**src/hdl/gwm_pkg.sv**
```systemverilog
package gwm_pkg;

   localparam int CHAR_W       = 8;
   localparam int CSR_INDEX_W  = 3;
   localparam int CSR_DATA_W   = 64;
   localparam int CSR_LENGTH_W = 6;
   localparam int CSR_LANES    = CSR_DATA_W / CHAR_W;

   localparam logic [CHAR_W-1:0] STAR_CHAR = 8'h2A;
   localparam logic [CHAR_W-1:0] ANY_CHAR  = 8'h3F;

   localparam logic [CSR_INDEX_W-1:0] CSR_PATTERN_A = 3'd0;
   localparam logic [CSR_INDEX_W-1:0] CSR_PATTERN_B = 3'd1;
   localparam logic [CSR_INDEX_W-1:0] CSR_PATTERN_C = 3'd2;
   localparam logic [CSR_INDEX_W-1:0] CSR_PATTERN_D = 3'd3;
   localparam logic [CSR_INDEX_W-1:0] CSR_LENGTH    = 3'd4;

   typedef struct packed {
      logic advance;
      logic rearm;
   } gwm_ctrl_type;

   typedef struct packed {
      logic carry;
      logic step;
      logic fin_carry;
   } gwm_link_type;

endpackage

```
**src/hdl/gwm_cell.sv**
```systemverilog
module gwm_cell #(
   parameter bit START = 1'b0
) (
   input  logic                            clock,
   input  logic                            reset,
   input  gwm_pkg::gwm_ctrl_type           ctrl,
   input  logic [gwm_pkg::CHAR_W-1:0]      subject_char,
   input  logic [gwm_pkg::CHAR_W-1:0]      pattern_char,
   input  logic                            live,
   input  logic                            keep,
   input  gwm_pkg::gwm_link_type           link_in,
   output gwm_pkg::gwm_link_type           link_out,
   output logic                            fin_closed
);
   import gwm_pkg::*;

   logic active_ff;
   logic active_in;
   logic final_ff;
   logic final_in;
   logic closed;
   logic is_star;
   logic is_match;
   logic next_bit;

   assign closed   = (active_ff & keep) | link_in.carry;
   assign is_star  = live & (pattern_char == STAR_CHAR);
   assign is_match = live & (pattern_char != STAR_CHAR)
                     & ((pattern_char == ANY_CHAR) | (pattern_char == subject_char));
   assign next_bit = (closed & is_star) | link_in.step;

   assign fin_closed = (final_ff & keep) | link_in.fin_carry;

   assign link_out.carry     = closed & is_star;
   assign link_out.step      = closed & is_match;
   assign link_out.fin_carry = fin_closed & is_star;

   always_comb begin
      final_in = ctrl.advance ? next_bit : active_ff;
      priority if (ctrl.rearm) begin
         active_in = START;
      end else if (ctrl.advance) begin
         active_in = next_bit;
      end else begin
         active_in = active_ff;
      end
   end

   always_ff @(posedge clock) begin
      if (reset) begin
         active_ff <= START;
      end else begin
         active_ff <= active_in;
      end
   end

   always_ff @(posedge clock) begin
      if (ctrl.rearm) begin
         final_ff <= final_in;
      end
   end

endmodule

```
**src/hdl/gwm_cfg.sv**
```systemverilog
module gwm_cfg #(
   parameter int PATTERN_MAX = 32,
   parameter int LEN_W       = $clog2(PATTERN_MAX + 1)
) (
   input  logic                                clock,
   input  logic                                reset,
   input  logic                                csr_valid,
   output logic                                csr_ready,
   input  logic [gwm_pkg::CSR_INDEX_W-1:0]     csr_index,
   input  logic [gwm_pkg::CSR_DATA_W-1:0]      csr_wdata,
   output logic [PATTERN_MAX*gwm_pkg::CHAR_W-1:0] pattern_chars,
   output logic [LEN_W-1:0]                    len_eff
);
   import gwm_pkg::*;

   localparam logic [CSR_LENGTH_W-1:0] LEN_CAP = CSR_LENGTH_W'(PATTERN_MAX);

   logic [CSR_LENGTH_W-1:0] length_ff;
   logic [CSR_LENGTH_W-1:0] length_in;
   logic                    write;

   assign csr_ready = 1'b1;
   assign write     = csr_valid & csr_ready;

   genvar j;
   generate
      for (j = 0; j < PATTERN_MAX; j++) begin : g_byte
         localparam logic [CSR_INDEX_W-1:0] REG_INDEX =
            CSR_PATTERN_A + CSR_INDEX_W'(j / CSR_LANES);
         localparam int LANE = j % CSR_LANES;
         logic [CHAR_W-1:0] char_ff;
         logic [CHAR_W-1:0] char_in;

         assign char_in = (write && csr_index == REG_INDEX)
                          ? csr_wdata[LANE*CHAR_W +: CHAR_W] : char_ff;

         always_ff @(posedge clock) begin
            if (reset) begin
               char_ff <= '0;
            end else begin
               char_ff <= char_in;
            end
         end

         assign pattern_chars[j*CHAR_W +: CHAR_W] = char_ff;
      end
   endgenerate

   assign length_in = (write && csr_index == CSR_LENGTH)
                      ? csr_wdata[CSR_LENGTH_W-1:0] : length_ff;

   always_ff @(posedge clock) begin
      if (reset) begin
         length_ff <= '0;
      end else begin
         length_ff <= length_in;
      end
   end

   assign len_eff = (length_ff > LEN_CAP) ? LEN_W'(PATTERN_MAX) : length_ff[LEN_W-1:0];

endmodule

```
**src/hdl/glob_wildcard_matcher.sv**
```systemverilog
// Result: the last item's final state is held, then registered out when the output is free.
// Throughput: one subject byte per cycle while not stalled; the cell row updates on advance.
// Closure runs along the cell row and again on the held final state in the output stage.
// Reset: synchronous, active high; pattern registers and length clear to 0, start position
// active, no result pending.
module glob_wildcard_matcher #(
   parameter int PATTERN_MAX = 32
) (
   input  logic                                 clock,
   input  logic                                 reset,
   input  logic                                 req_valid,
   output logic                                 req_stall,
   input  logic [gwm_pkg::CHAR_W-1:0]           req_subject_char,
   input  logic                                 req_last_char,
   input  logic                                 req_no_char,
   output logic                                 rsp_valid,
   input  logic                                 rsp_stall,
   output logic                                 rsp_matched,
   input  logic                                 csr_valid,
   output logic                                 csr_ready,
   input  logic [gwm_pkg::CSR_INDEX_W-1:0]      csr_index,
   input  logic [gwm_pkg::CSR_DATA_W-1:0]       csr_wdata
);
   import gwm_pkg::*;

   localparam int LEN_W = $clog2(PATTERN_MAX + 1);

   logic [PATTERN_MAX*CHAR_W-1:0] pattern_chars;
   logic [LEN_W-1:0]              len_eff;
   gwm_ctrl_type                  ctrl;
   gwm_link_type                  links [0:PATTERN_MAX+1];
   logic [PATTERN_MAX:0]          fin_bits;
   logic                          accept;
   logic                          out_load;
   logic                          held_ff;
   logic                          held_in;
   logic                          out_valid_ff;
   logic                          out_valid_in;
   logic                          matched_ff;
   logic                          matched_in;

   gwm_cfg #(
      .PATTERN_MAX (PATTERN_MAX),
      .LEN_W       (LEN_W)
   ) u_cfg (
      .clock         (clock),
      .reset         (reset),
      .csr_valid     (csr_valid),
      .csr_ready     (csr_ready),
      .csr_index     (csr_index),
      .csr_wdata     (csr_wdata),
      .pattern_chars (pattern_chars),
      .len_eff       (len_eff)
   );

   assign out_load  = ~out_valid_ff | ~rsp_stall;
   assign req_stall = held_ff & ~out_load;
   assign accept    = req_valid & ~req_stall;

   assign ctrl.advance = accept & ~req_no_char;
   assign ctrl.rearm   = accept & req_last_char;

   assign links[0] = '0;

   genvar k;
   generate
      for (k = 0; k <= PATTERN_MAX; k++) begin : g_cell
         localparam logic [LEN_W-1:0] POS = LEN_W'(k);
         logic [CHAR_W-1:0] cell_char;

         if (k < PATTERN_MAX) begin : g_char
            assign cell_char = pattern_chars[k*CHAR_W +: CHAR_W];
         end else begin : g_tail
            assign cell_char = '0;
         end

         gwm_cell #(
            .START (k == 0)
         ) u_cell (
            .clock        (clock),
            .reset        (reset),
            .ctrl         (ctrl),
            .subject_char (req_subject_char),
            .pattern_char (cell_char),
            .live         (POS < len_eff),
            .keep         (POS <= len_eff),
            .link_in      (links[k]),
            .link_out     (links[k+1]),
            .fin_closed   (fin_bits[k])
         );
      end
   endgenerate

   always_comb begin
      priority if (ctrl.rearm) begin
         held_in = 1'b1;
      end else if (out_load) begin
         held_in = 1'b0;
      end else begin
         held_in = held_ff;
      end
      out_valid_in = out_load ? held_ff : out_valid_ff;
      matched_in   = out_load ? fin_bits[len_eff] : matched_ff;
   end

   always_ff @(posedge clock) begin
      if (reset) begin
         held_ff      <= 1'b0;
         out_valid_ff <= 1'b0;
      end else begin
         held_ff      <= held_in;
         out_valid_ff <= out_valid_in;
      end
   end

   always_ff @(posedge clock) begin
      matched_ff <= matched_in;
   end

   assign rsp_valid   = out_valid_ff;
   assign rsp_matched = matched_ff;

endmodule
```
**config.mk**
```make
export PLATFORM = sky130hd
export DESIGN_NAME = glob_wildcard_matcher
export DESIGN_NICKNAME = d
export VERILOG_FILES = /design/src/hdl/gwm_pkg.sv /design/src/hdl/gwm_cell.sv /design/src/hdl/gwm_cfg.sv /design/src/hdl/glob_wildcard_matcher.sv
export SDC_FILE = /design/constraint.sdc
export NUM_CORES = 1
export LEC_CHECK = 0
export BUFFER_PORTS_ARGS = -buffer_cell sky130_fd_sc_hd__buf_2
export CORE_MARGIN = 3
export CORE_UTILIZATION = 25
export CTS_BUF_LIST = sky130_fd_sc_hd__clkbuf_4 sky130_fd_sc_hd__clkbuf_8
export DETAILED_ROUTE_END_ITERATION = 8
export HOLD_SLACK_MARGIN = 0.03
export PLACE_DENSITY = 0.43
export SYNTH_ARGS = -nofsm -noshare
export SYNTH_HDL_FRONTEND = slang
export SYNTH_HIERARCHICAL = 1
export SYNTH_SLANG_ARGS = --single-unit
```
**constraint.sdc**
```tcl
create_clock -name clock -period 22.3 [get_ports clock]
set_input_delay 1.115 -clock clock [delete_from_list [all_inputs] [get_ports clock]]
set_output_delay 1.115 -clock clock [all_outputs]
set_load 0.02 [all_outputs]
```
* Word-level counts from Yosys, hierarchy flattened
Cells that the tools add are included.
Widths: inputs -> output; s select.
** Cells by class
- Reductions and logical operators :: 8
- Multiplexer cells :: 38
- Eq/ne operators :: 132
- $lt $le $gt $ge :: 67
- Bitwise gates (word level) :: 393
** Operator list (number)
- $eq 8x6->1 const B :: 64
- $and 1x1->1 :: 261
- $eq 8x8->1 :: 32
- $ne 8x6->1 const B :: 32
- $or 1x1->1 :: 127
- $le 5x6->1 const A :: 16
- $lt 5x6->1 const A :: 16
- $le 4x6->1 const A :: 8
- $lt 4x6->1 const A :: 8
- $mux 1 :: 36
- $le 3x6->1 const A :: 4
- $lt 3x6->1 const A :: 4
- $le 1x6->1 const A :: 2
- $le 2x6->1 const A :: 2
- $lt 1x6->1 const A :: 2
- $lt 2x6->1 const A :: 2
- $lt 6x7->1 const B :: 1
- $bmux 1 s6 :: 1
- $eq 3x2->1 const B :: 2
- $gt 6x6->1 const B :: 1
- $le 6x6->1 const A :: 1
- $mux 6 :: 1
- $logic_and 1x1->1 :: 5
- $not 1->1 :: 5
- 5 further kinds :: 5
** Word-level totals
- Input bits :: 82
- Bits in registers :: 331
- Output and inout bits :: 4

* Depth between registers and ports, before layout
- Word-level depth :: 70
- Mapped depth :: 137
- Depth with buffers taken out :: 137

* By module
The synthesis kept the hierarchy.
** By module, submodules not included
- gwm_cfg :: times used 1, cells each 931, sequential area each 5245.0 um^2, area each 10328.7 um^2
- gwm_cell (g_cell[10].u_cell ...) :: times used 32, cells each 31, sequential area each 50.0 um^2, area each 257.7 um^2
- glob_wildcard_matcher :: times used 1, cells each 145, sequential area each 70.1 um^2, area each 974.7 um^2
- gwm_cell (g_cell[0].u_cell) :: times used 1, cells each 30, sequential area each 50.0 um^2, area each 259.0 um^2

* Least setup slack after synthesis
Ideal clock, no wire load.
- Kind :: reg-to-reg
- Start point :: register u_cfg.length_ff[5]
- End point :: register g_cell[32].u_cell.final_ff, data pin
- Clock period less this slack :: 19.603 ns
- Cell stages (with the launch flop) :: 136
- Arrival time :: 19.423 ns
- Data required time :: 22.120 ns
- Path buffers :: 1
- Path slack :: 2.697 ns
- Path through :: dfxtp_1 clkbuf_1 nor2_1 inv_1 nor2_2 inv_1 nor2_1 nand2_1 nand2_1 nor3_1 a21o_1 nand2_1 or3_4 inv_1 a21o_1 nand2_1 or3_4 inv_1 [... 100 more ...] a21o_1 nand2_1 or3_4 inv_1 a21o_1 nand2_1 or3_4 inv_1 a21o_1 nand2_1 or3_4 inv_1 a21o_1 nand2_1 nor4b_1 a41o_1 inv_1 a31oi_1
** RTL lines
- start, declared :: RTL line gwm_cfg.sv:18 : logic [CSR_LENGTH_W-1:0] length_ff;
- start signal, assigned :: RTL line gwm_cfg.sv:56 : length_ff <= length_in;
- end signal, assigned :: RTL line gwm_cell.sv:59 : final_ff <= final_in;
- end, declared :: RTL line gwm_cell.sv:19 : logic final_ff;

==> results.yml <==
clock_network:
  cts_tree: "built"
  cts_buffers: 66
  worstSkewPairLatency_ns: 0.66
  htree_levels: 3
  cts_root_buf: "clkbuf_8"
  clock_sinks: 331
  clk_transition_reported_paths_ns: 0.06
  cts_hold_buf: 0
  clock_path_buffers: 3
floorplan:
  core_area_um2: 77720
  die_h_um: 286.6
  start_util_pct: 25.33
  die_w_um: 286.6
  die_area_um2: 82140
  design.portCount: 86
  rows: 102
setup_path:
  worstPathMaxFanout: 3
  path_class: "reg -> reg"
  critPathRequiredTime_ns: 22.80
  start_kind: "flop"
  crit_buf_inv: 32
  arrival_ns: 21.32
  slowest_delay_ns: 0.40
  slowest_stage: "or3_4"
  endpoint_kind: "flop"
  cp_top_family: "simple AND/OR/NAND/NOR gates"
job:
  cap_violations: 0
finish:
  stdcell_count: 3314
  area_growth_pct: 17.03
  drive_gt1_share_pct: 15.58
  seq_area_um2: 6968
  fillers: 8163
  multiInputGateArea_um2: 12200
  final_nets: 2302
power:
  power_density_nw_per_um2: 62.97
  leakage_nw: 9.767
  p_total_mw: 1.451
  ir_drop_v: 0.00003785
placement:
  portBuffers: 84
  dp_hpwl_um: 45340
  gp_congestion: 0.8419
  post-place-cells: 3185
  pre_cts_ws_ns: 0.9746
timing:
  fmaxAchievable_mhz: 48.04
  skew_ns: 0.03787
  layout_setup_ws_ns: 1.486
  setup_tns_ns: 0
  worst_pin_slew_ns: 1.076
  final.min_clock_period_ns: 20.81
  maxSlewViolCount: 0
  relSlewSlack_pct: 28.24
  fin_crit_sh_pct: 93.34
  setup_viol: 0
  hold_viol_final: 0
grt:
  met2_usage_pct: 25.78
  grt_pass1_wl_um: 99730
  top_usage_layer: "met2"
  grt_usage_pct: 15.75
  use_met3_pct: 2.947
  grt_max_degree: 138
  antenna_found_initial: 2
  overflow: 0
  grt_pass1_vias: 16142
  grt_util_met1_pct: 21.11
drt:
  drtAntennaViolNets: 0
  routedWlPerCell_um: 19.87
  num_vias: 15872
  drt_iter0_markers: 890
  drc: 0
  avgViaCountPerCell: 4.789
  wirelength_um: 65840
  first_pass_iters: 5
synthesis:
  syn_avg_cell_area_um2: 9.459
  syn_inst: 2081
  yosysWarnings: 6
  syn_area_um2: 19690
hold_path:
  hold_class: "reg -> reg"
status:
  status: "finished clean"
[what timing repair did]
item,in CTS,in global routing
resized for setup,0,15
endpoints found under the setup margin,0,4
setup buffers,0,7
[state kept, by name, summed over array words and instances, names as in the netlist]
signal,flops
rsp_valid,1
g_cell.u_cell/active_ff,33
g_cell.u_cell/final_ff,33
u_cfg/length_ff,6
u_cfg/g_byte.char_ff,256
held_ff,1
rsp_matched,1
[final timing paths]
path | start | to | slack [ns] | depth (start not counted)
worst max-delay path | u_cfg/length_ff[4] | g_cell[31].u_cell/final_ff | 1.49 | 133
worst min-delay path | held_ff | rsp_valid | 0.47 | 2
worst max register to register | u_cfg/length_ff[4] | g_cell[31].u_cell/final_ff | 1.49 | 133
worst min register to register | held_ff | rsp_valid | 0.47 | 2
[where the power goes]
group          total, mW  internal, mW  switching, mW
sequential         0.634         0.619         0.0151
combinational      0.149        0.0621         0.0872
clock              0.667         0.380          0.287
total               1.45          1.06          0.390
[tightest hold or removal path: stages, from the launching register on]
cell     delay, ns
dfxtp_1       0.32
a21oi_1       0.04
nor2_1        0.07
[metrics by stage]
stage	hold WS, ns	area [µm²]	utilization (%)
CTS	0.4737	22940	29.52
detailed placement	0.4590	21530	27.70
finish	0.4708	23040	29.64
global placement	0.4483	21530	27.70
floorplan	0.4291	19730	-
global route	0.5066	23040	29.64
[area by class of cell]
class / count / area share, %
Clock inverter: 13 / 0.3422
Timing Repair Buffer: 143 / 3.818
Sequential cell: 331 / 30.25
Clock buffer: 107 / 5.795
Tap cell: 1040 / 5.648
Inverter: 72 / 1.173
Multi-Input combinational cell: 1606 / 52.95
Antenna cell: 2 / 0.02172
[layout by cell type (no fill, tap or decap), types with 4 or more instances in the layout]
cell type,n
nor2_1,72
clkbuf_4,22
o21ai_0,37
nand3_2,33
nor3_1,36
a21o_1,74
a41o_1,33
nor4b_1,30
clkinv_2,6
mux4_1,4
a21oi_1,11
xnor2_1,248
buf_2,83
a31oi_1,64
or3_4,32
nand2_1,93
nand4_1,94
and4bb_1,33
mux2i_1,264
or3_1,33
o21bai_1,16
inv_2,4
edfxtp_1,34
nand2b_1,330
conb_1,14
inv_1,68
xor2_1,8
buf_4,57
dfxtp_1,296
clkbuf_8,86
[routing by layer]
metal	vias to the layer above	share of wire [%]
met5	-	0.020
met4	2	2.2
met3	99	4.3
met2	331	46
met1	7775	47
li1	7665	-
Power figures use the tool's default switching activity.
